[src/rtl/wfd_pkg.sv]
// ----------------------------------------------------------------------------
// wfd_pkg
// Shared constants and types of the wait-for deadlock detector.
// ----------------------------------------------------------------------------
`default_nettype none
package wfd_pkg;
	localparam int ENTRIES = 16;
	localparam int IDX_W   = $clog2(ENTRIES);
	localparam int CNT_W   = $clog2(ENTRIES + 1);
	localparam int ID_W    = 64;
	localparam int QDEPTH  = 2;

	localparam logic CMD_BEGIN = 1'b0;
	localparam logic CMD_END   = 1'b1;

	localparam logic [2:0] ST_OK      = 3'd0;
	localparam logic [2:0] ST_SAME    = 3'd1;
	localparam logic [2:0] ST_DUP     = 3'd2;
	localparam logic [2:0] ST_FULL    = 3'd3;
	localparam logic [2:0] ST_NOMATCH = 3'd4;
	localparam logic [2:0] ST_LIMIT   = 3'd5;

	typedef struct packed {
		logic            cmd;
		logic            same;
		logic [ID_W-1:0] caller;
		logic [ID_W-1:0] target;
	} req_t;
endpackage
`default_nettype wire

[src/rtl/wfd_front.sv]
// ----------------------------------------------------------------------------
// wfd_front
// Accepts requests, flags same-thread calls and queues them for the back end.
// ----------------------------------------------------------------------------
`default_nettype none
module wfd_front (
	input  wire logic          clk,
	input  wire logic          arst_n,
	input  wire logic          s_tvalid,
	output logic               s_tready,
	input  wire logic [127:0]  s_tdata,
	input  wire logic          s_tuser,
	output logic               q_valid,
	input  wire logic          q_ready,
	output wfd_pkg::req_t      q_req
);
	wfd_pkg::req_t  mem_q [wfd_pkg::QDEPTH];
	logic           wr_ptr_q;
	logic           rd_ptr_q;
	logic [1:0]     count_q;
	logic           push;
	logic           pop;
	wfd_pkg::req_t  in_req;

	assign s_tready = (count_q != 2'(wfd_pkg::QDEPTH));
	assign q_valid  = (count_q != 2'd0);
	assign push     = s_tvalid && s_tready;
	assign pop      = q_valid && q_ready;
	assign q_req    = mem_q[rd_ptr_q];

	always_comb begin
		in_req.cmd    = s_tuser;
		in_req.caller = s_tdata[63:0];
		in_req.target = s_tdata[127:64];
		in_req.same   = (s_tdata[63:0] == s_tdata[127:64]);
	end

	always_ff @(posedge clk) begin
		if (push) begin
			mem_q[wr_ptr_q] <= in_req;
		end
	end

	always_ff @(posedge clk or negedge arst_n) begin
		if (!arst_n) begin
			wr_ptr_q <= 1'b0;
			rd_ptr_q <= 1'b0;
			count_q  <= 2'd0;
		end else begin
			if (push) wr_ptr_q <= ~wr_ptr_q;
			if (pop) rd_ptr_q <= ~rd_ptr_q;
			if (push && !pop) count_q <= count_q + 2'd1;
			else if (pop && !push) count_q <= count_q - 2'd1;
		end
	end
endmodule
`default_nettype wire

[config.mk]
export PLATFORM = sky130hd
export DESIGN_NAME = wfd_front
export DESIGN_NICKNAME = d
export VERILOG_FILES = /design/src/rtl/wfd_pkg.sv /design/src/rtl/wfd_front.sv
export SDC_FILE = /design/constraint.sdc
export NUM_CORES = 1
export LEC_CHECK = 0
export ABC_AREA = 1
export BUFFER_PORTS_ARGS = -buffer_cell sky130_fd_sc_hd__buf_2
export CAP_MARGIN = 20
export CORE_MARGIN = 2
export CORE_UTILIZATION = 50
export CTS_BUF_LIST = sky130_fd_sc_hd__clkbuf_4
export CTS_CLUSTER_SIZE = 25
export DETAILED_ROUTE_END_ITERATION = 6
export MAX_ROUTING_LAYER = met4
export PLACE_DENSITY_LB_ADDON = 0.2
export SKIP_LAST_GASP = 1
export SYNTH_ARGS = -nofsm -noshare
export SYNTH_HDL_FRONTEND = slang
export SYNTH_SLANG_ARGS = --single-unit
[constraint.sdc]
create_clock -name clk -period 8.4 [get_ports clk]
set_input_delay 0.84 -clock clk [delete_from_list [all_inputs] [get_ports clk]]
set_output_delay 0.84 -clock clk [all_outputs]
set_load 0.05 [all_outputs]
**Word level (Yosys, flattened, before mapping)**

Memories as Yosys holds them, arrays and structs flattened.
Cells that the tools add are included.

- Input bits: 133
- Logic and storage cells: 22
- Memories: 1
- Bits in writable memories: 260
- Register bits after elaboration: 4
- Output and inout port bits: 132

Memories:

| memory | words | bits a word | read ports | clocked after memory_dff | write ports | RTL line | text |
|---|---|---|---|---|---|---|---|
| mem_q | 2 | 130 | 1 | 0 | 1 | wfd_front.sv:17 | `wfd_pkg::req_t mem_q [wfd_pkg::QDEPTH];` |

- Muxes and demuxes: 4
- Reduce and logical (&&, ||, !) cells: 8
- Eq/ne operators: 2
- $add $sub $neg: 2
- Bitwise gates (word level): 2

Operator list:

| operator | number |
|---|---|
| 64-bit equality test | 1 |
| 1-bit logical AND | 4 |
| 2-bit two-way mux | 2 |
| 2-bit nonzero test | 2 |
| 2-bit by 1-bit adder with 2-bit output (second input constant) | 1 |
| 1-bit logical NOT | 2 |
| 1-bit two-way mux | 2 |
| 2-bit != test (second input constant) | 1 |
| 1-bit NOT | 2 |
| 2-bit by 1-bit subtractor with 2-bit output (second input constant) | 1 |

**Logic depth before layout (Yosys ltp)**

Gate-level depths: netlist (run 1).

- Depth in word-level cells: 6
- Mapped depth: 9
- Gate-level depth less buffers: 9

**Worst setup path before layout (run 1)**

No wires, ideal clock.

- Path type: register to register
- Start point: register count_q[0]
- End point: memory mem_q[1][0] (netlist bit) (enable)
- Setup slack: 1,398 ps
- Data arrival time: 6,380 ps
- Setup time: 623 ps
- Cell stages (with the launch flop): 5
- Buffers on the path: 0
- Required time: 7,777 ps
- Clock period less this slack: 7,002 ps
- Cell sequence: dfrtp_1 > inv_1 > nand2_1 > nand2_1 > nor2_1

- Cells in the longest elaborated chain, start to end: 4

Ends and longest elaborated chain:

| element | RTL line | text |
|---|---|---|
| start: declaration | wfd_front.sv:20 | `logic [1:0] count_q;` |
| start signal: assignment | wfd_front.sv:52 | `if (push && !pop) count_q <= count_q + 2'd1;` |
| start signal: assignment | wfd_front.sv:53 | `else if (pop && !push) count_q <= count_q - 2'd1;` |
| 2-bit != test | wfd_front.sv:25 | `assign s_tready = (count_q != 2'(wfd_pkg::QDEPTH));` |
| net s_tready | wfd_front.sv:10 | `output logic s_tready,` |
| 1-bit logical AND | wfd_front.sv:27 | `assign push = s_tvalid && s_tready;` |
| 1-bit two-way mux | wfd_front.sv:39 | `if (push) begin` |
| 1-bit two-way mux (implied by the code) | wfd_front.sv:40 | `mem_q[wr_ptr_q] <= in_req;` |
| end: declaration | wfd_front.sv:17 |  |

The timed path passes the listed nets, and every way through them passes these cells.

==> results of run 1 <==
-- cell usage after synthesis, drive strengths merged --
library cell and n:
nand2 466, edfxtp 260, xnor2 55, buf 29, inv 25, nor2 25, dfrtp 4, xor2 2
a21oi 1, ha 1, o21ai 1
-- power groups by stage --
stage,clock network [mW],registers (mW),logic (mW)
after global routing,1.19,1.92,2.56
after floorplan,0,1.94,1.90
final,1.07,1.89,2.41
after detailed placement,0,1.93,2.42
after CTS,1.11,1.90,2.42
after global placement,0,1.92,2.41
-- area by class of cell --
| class | instances | area share [%] |
|---|---|---|
| timing repair buffer | 272 | 10.79 |
| tap | 275 | 2.643 |
| sequential | 264 | 60.78 |
| antenna | 6 | 0.1154 |
| clock buffer | 105 | 6.056 |
| clock inverter | 13 | 0.5960 |
| inverter | 25 | 0.7402 |
| multi-input combinational | 551 | 18.28 |
-- what timing repair did --
action	CTS	global route
resized for setup	0	0
setup buffers	0	0
hold buffers	1	0
endpoints found under the hold margin	4	0
-- stage by stage --
stage	hold slack [ns]	instances	cell area, um2
global route	0.3084	1510	13010
detailed placement	0.4633	1385	12100
floorplan	0.4458	869	10580
CTS	0.3245	1504	12970
finish	0.3854	1511	13020
global placement	0.4622	1385	12100
-- state kept, by name (all words and copies together) (netlist names) --
| name | cells |
|---|---|
| rd_ptr_q | 1 |
| count_q | 2 |
| wr_ptr_q | 1 |
| mem_q | 260 |
-- routing by layer --
layer / share of wire (%) / vias to the layer above / GRT usage (%)
met4: 2.1 / 0 / 7.857
li1: - / 3528 / -
met1: 42 / 3253 / 25.50
met2: 46 / 266 / 30.09
met3: 9.5 / 37 / 7.348
met5: 0 / - / -
-- cell families (layout without fill, tap and decap cells) --
logic type	count (synthesis)	count (layout)	synth area share, %
AO/OA/AOI/OAI	2	2	0.09455
XOR/XNOR	57	57	4.720
AND/OR/NAND/NOR	491	491	17.43
adder cells (fa/ha/maj)	1	1	0.1183
flip-flops	264	264	74.77
buffers and inverters	54	415	2.875
other	0	6	0
-- path summary, 6_finish.rpt --
path,from,end,slack [ns],cells past startpoint
setup / recovery,rd_ptr_q,q_req[84],4.39,5
hold / removal,s_tuser,mem_q[1][129],0.39,1
setup reg to reg,count_q[0],mem_q[1][59],6.39,5
hold reg to reg,count_q[0],count_q[0],0.48,1
max in group asynchronous,arst_n,rd_ptr_q,7.67,2
min in group asynchronous,arst_n,count_q[1],0.59,2
==> results by group, run 1 <==
Timing
  • Fin. Hold Viols: 0
  • Period utilization: 47.79%
  • Slew Limit Fails: 0
  • Setup_tns: 0 ns
  • Final worst slack: 4.386 ns
  • Worst-margin pin slew: between 1 and 1.5 ns
  • RSZ-0062 raised after global routing: no
  • Tmin final: 4.014 ns
  • Clock Skew: 0.02283 ns
  • Slew margin rel.: 30.17%
  • Setup Viol. Count Final: 0
  • Peak Freq: 249.1 MHz

Clock tree
  • CTS tree: built
  • Clk Latency, worst-skew pair: 0.65 ns
  • Root buffer cell: clkbuf_4
  • Clock transition at the registers of the reported paths: 0.06 ns
  • Clock tree buffer depth: 3
  • Num CTS Buffers: 69
  • CTS H-tree depth: 3
  • CTS sink cnt: 264

Floorplan
  • I/O Pins: 265
  • Core ar.: 20,890 um2
  • Initial Utilization: 50.63%
  • Die Y: between 100 and 150 um
  • Num rows: 53
  • Die Wd: 149.4 um
  • Die area: 22,330 um2

Logic synthesis
  • Post-Syn Area: 10,580 um2
  • Unique cell type count in the Yosys netlist: 14
  • Synthesis Warnings: 0
  • Top cells by area, synth: edfxtp_1, nand2_1, xnor2_1
  • Cell count after synthesis: 869
  • Syn nets: 1,003
  • Largest area contributor in the netlist: edfxtp_1
  • Share of the synthesized area in the top cell type: 73.82%
  • Sequential share of the synthesized area: 74.77%
  • Post-synthesis sequential element count: 264
  • Post-Syn Area per Cell: around 12 um2

Place
  • I/O Buffers: 264
  • Final Wtd Congestion: 0.7778
  • DP Wirelength: 14,200 um
  • Worst slack, placed: 4.997 ns

Power and ir drop
  • P_sw: 2.517 mW
  • PD cells: 412.5 nW/um2
  • Peak VDD IR: 0.2238 mV
  • Sw frac: 46.88%
  • Flop pwr share: 35.3%
  • Clk network pwr share: about a fifth
  • Combinational Power Share: 44.8%
  • Final Power: 5.369 mW
  • LEAKAGE: 5.708 nW
  • Pint: 2.852 mW

Cells and area
  • Proportion of layout cells with a drive suffix above 1: a little under a third
  • Multi-input gate area: 2380 um2
  • Fin util: between 60 and 70%
  • Area grow syn2layout: 23.07%
  • Fillcell total: 1,718
  • Fin nets: approximately 1,300
  • Commonest non-fill, non-tap cell in the layout: nand2_1
  • Seq. cell area: 7911 um2
  • Most frequent cells in the layout: nand2_1, buf_2, edfxtp_1

GRT
  • GRT Overall Usage: 20.23%
  • Initial antenna violation count: 5
  • First-pass GRT wire length: 33,530 um
  • Largest net degree at the start of global routing: 90
  • Number of global-route vias before repair: 6,798
  • GRT overflow: 0

Min path
  • HP Class: input port to flip-flop

Setup path
  • Crit. End Element: output port
  • Crit path max fanout: 89
  • Top delay family on crit path: buffers and inverters
  • Worst path arrival time: 3.17 ns
  • Slowest cell on crit path: buf_4
  • Critical path cell sequence: inv_4, buf_4, nand2_1, nand2_1, buf_2
  • Startpoint Class: flip-flop
  • Critical Path RT: 7.56 ns
  • CP Buf/Inv Count: 3
  • Critical path class: flip-flop to output port
  • Crit-path most repeated cell: nand2_1
  • Crit path largest cell delay: 0.78 ns

Routing
  • DRC: 0
  • Vias: about 7,100
  • DRT Pass-1 Iters: 4
  • DR vias/cell: approximately 4.7
  • Antenna-violating nets left: 0
  • Initial detailed-routing violation count: 284
  • Routed WL: 22,290 um
  • DR WL/cell: about 15 um

Run status
  • Status: finished clean

Flow run
  • Max-Cap Viols: 0
(Power assumes the default switching activity.)
==> inputs of run 2 (changes only) <==
clock period = 3.8 ns   (was 8.4 ns; I/O delays follow)
==> run 2 against run 1 <==
Power up 120%. Clock power up 120%. Sequential share of layout area down 5.3 points. Clock-buffer cell count down 3. Sequential power up 120%. Combinational power up 130%. Largest cell class unchanged. Largest power group unchanged. Highest routed layer unchanged.
==> results by group, run 2 (same netlist as run 1, synthesis figures left out) <==
Run status
  • Status: finished clean (unchanged)

Setup path
  • Worst path arrival time: 2.86 ns (was 3.17 ns)
  • Slowest cell on crit path: dfrtp_4 (was buf_4)
  • Crit path max fanout: 91 (was 89)
  • CP Buf/Inv Count: 3 (unchanged)
  • Crit. End Element: output port (unchanged)
  • Worst r2r path cells: 3 (was 5)
  • Crit path largest cell delay: 0.74 ns (was 0.78 ns)
  • R2R Path End: rd_ptr_q (was mem_q[1][59])
  • R2R Path Start: rd_ptr_q (was count_q[0])
  • Critical path cell sequence: inv_4, buf_12, nand2_1, nand2_1, buf_2 (was inv_4, buf_4, nand2_1, nand2_1, buf_2)
  • Reg2reg setup slack: 1.78 ns (was 6.39 ns)
  • Crit-path most repeated cell: nand2_1 (unchanged)
  • Startpoint Class: flip-flop (unchanged)
  • Critical Path RT: 3.42 ns (was 7.56 ns)
  • Top delay family on crit path: buffers and inverters (unchanged)
  • Critical path class: flip-flop to output port (unchanged)

Timing
  • Period utilization: 85.27%
  • Peak Freq: 308.6 MHz
  • Slew Limit Fails: 0 (unchanged)
  • Worst-margin pin slew: 0.9522 ns (was 1.047 ns)
  • Tmin final: between 3 and 4 ns
  • RSZ-0062 raised after global routing: no (unchanged)
  • Setup Viol. Count Final: 0 (unchanged)
  • Clock Skew: 0.04734 ns (was 0.02283 ns)
  • Worst hold slack: 0.06284 ns (was 0.3854 ns)
  • Fin. Hold Viols: 0 (unchanged)
  • Slew margin rel.: 36.52% (was 30.17%)

Floorplan
  • I/O Pins: 265 (unchanged)
  • Die Wd: 149.4 um (unchanged)
  • Initial Utilization: 50.63% (unchanged)
  • Die Y: 149.4 um (unchanged)
  • Num rows: 53 (unchanged)
  • Core ar.: 20,890 um2 (unchanged)
  • Die area: 22,330 um2 (unchanged)

Routing
  • DRT Pass-1 Iters: 5 (was 4)
  • Routed WL: 24,770 um (was 22,290 um)
  • DR WL/cell: 15.12 um (was 14.75 um)
  • DRC: 0 (unchanged)
  • Initial detailed-routing violation count: 416 (was 284)
  • Vias: 7,755 (was 7,084)
  • Antenna-violating nets left: 0 (unchanged)
  • DR vias/cell: 4.732 (was 4.688)

Clock tree
  • PostCTS Resize Cnt: 0 (unchanged)
  • CTS H-tree depth: 3 (unchanged)
  • CTS tree: built (unchanged)
  • Root buffer cell: clkbuf_4 (unchanged)
  • CTS sink cnt: 264 (unchanged)
  • Clock transition at the registers of the reported paths: 0.06 ns (about the same)
  • Clk Latency, worst-skew pair: 0.65 ns (about the same)
  • Num CTS Buffers: 70 (was 69)
  • Clock tree buffer depth: 3 (unchanged)

GRT
  • Initial antenna violation count: 1 (was 5)
  • GRT Overall Usage: 22.58% (was 20.23%)
  • GRT overflow: 0 (unchanged)
  • Largest net degree at the start of global routing: 92 (was 90)
  • Number of global-route vias before repair: 7,882 (was 6,798)
  • First-pass GRT wire length: 37,830 um (was 33,530 um)

Place
  • DP Wirelength: 14,190 um (was 14,200 um)
  • Final Wtd Congestion: 0.7945 (was 0.7778)
  • I/O Buffers: 264 (unchanged)

Cells and area
  • Area grow syn2layout: 34.84% (was 23.07%)
  • Max reg flops: 260 (unchanged)
  • Fillcell total: 1,552 (was 1,718)
  • Seq. cell area: 7911 um2 (unchanged)
  • Proportion of layout cells with a drive suffix above 1: 28.03% (was 31.38%)
  • Biggest register: mem_q (unchanged)
  • Fin util: 68.27% (was 62.31%)
  • Most frequent cells in the layout: nand2_1, buf_2, edfxtp_1 (unchanged)
  • Multi-input gate area: 2380 um2 (unchanged)
  • Commonest non-fill, non-tap cell in the layout: nand2_1 (unchanged)
  • Fin nets: 1,446 (was 1,317)
  • Biggest regs: mem_q: 260 flops, count_q: 2 flops (unchanged)

Power and ir drop
  • PD cells: 840.5 nW/um2 (was 412.5 nW/um2)
  • Peak VDD IR: 0.5412 mV (was 0.2238 mV)
  • LEAKAGE: 6.228 nW (was 5.708 nW)

Min path
  • Worst Hold Path EP: rd_ptr_q (was mem_q[1][129])
  • Hold path cells: 3 (was 1)
  • Worst Hold Launch: q_ready (was s_tuser)
  • HP Class: input port to flip-flop (unchanged)

Flow run
  • Max-Cap Viols: 0 (unchanged)
## run 2: cell types whose count changed in the layout (fill, tap and decap cells not counted)
cell / delta
buf_16: -1
buf_4: -1
clkinv_1: +8
clkbuf_4: -3
dlygate4sd3_1: +129
inv_2: +1
bufinv_16: -1
diode_2: -5
buf_12: +1
## run 2: worst max path at each step
| stage | from | end | depth (start not counted) |
|---|---|---|---|
| 2_1_floorplan | count_q[0] | mem_q[1][0] | 4 |
| 3_3_place_gp | rd_ptr_q | q_req[41] | 5 |
| 3_5_place_dp | rd_ptr_q | q_req[128] | 5 |
| 4_1_cts | rd_ptr_q | q_req[79] | 4 |
| 5_1_grt | rd_ptr_q | q_req[82] | 4 |
| 6_report | rd_ptr_q | q_req[113] | 5 |
## run 2: worst reg2reg max path: cells and delay by family, from the launching register on
kind | cells | cell delay [ns]
DFF | 1 | 0.87
buffers and inverters | 2 | 0.77
xor gates and xnor gates | 1 | 0.24
## run 2: power by group
| group | internal [mW] | switching (mW) |
|---|---|---|
| sequential | 3.98 | 0.244 |
| combinational | 1.08 | 4.35 |
| clock | 1.23 | 1.10 |
| total | 6.29 | 5.69 |
## run 2: metal layers
metal  part of all wire [%]  track usage, %  up-vias
li1                       -               -     3794
met3                    7.3           5.610       49
met1                     40           25.84     3601
met4                    2.9           10.62        0
met2                     50           37.52      311
met5                      0               -        -
## run 2: final cells by class
class,instances,area share [%]
flip-flops and latches,264,55.47
repair buffers,400,18.79
multi-input cells,551,16.69
clock buffers,102,5.369
well taps,275,2.413
inverters,25,0.6756
clock inverters,21,0.5703
diodes,1,0.01755
## run 2: repair_timing
item	4_1_cts	5_1_grt
hold buffers	130	0
buffers inserted	0	0
setup endpoints to repair	0	0
endpoints found under the hold margin	262	0
## run 2: per-stage QoR
stage	setup TNS, ns	cells	setup slack, ns	total power [mW]	instance area [um2]
3_5_place_dp	0	1385	1.195	9.631	12110
4_1_cts	0	1638	0.4886	12.10	14260
5_1_grt	0	1639	0.3372	12.62	14260
6_report	0	1639	0.5597	11.99	14260
2_1_floorplan	-266.60	869	-1.031	8.412	10580
3_3_place_gp	0	1385	1.209	9.588	12110
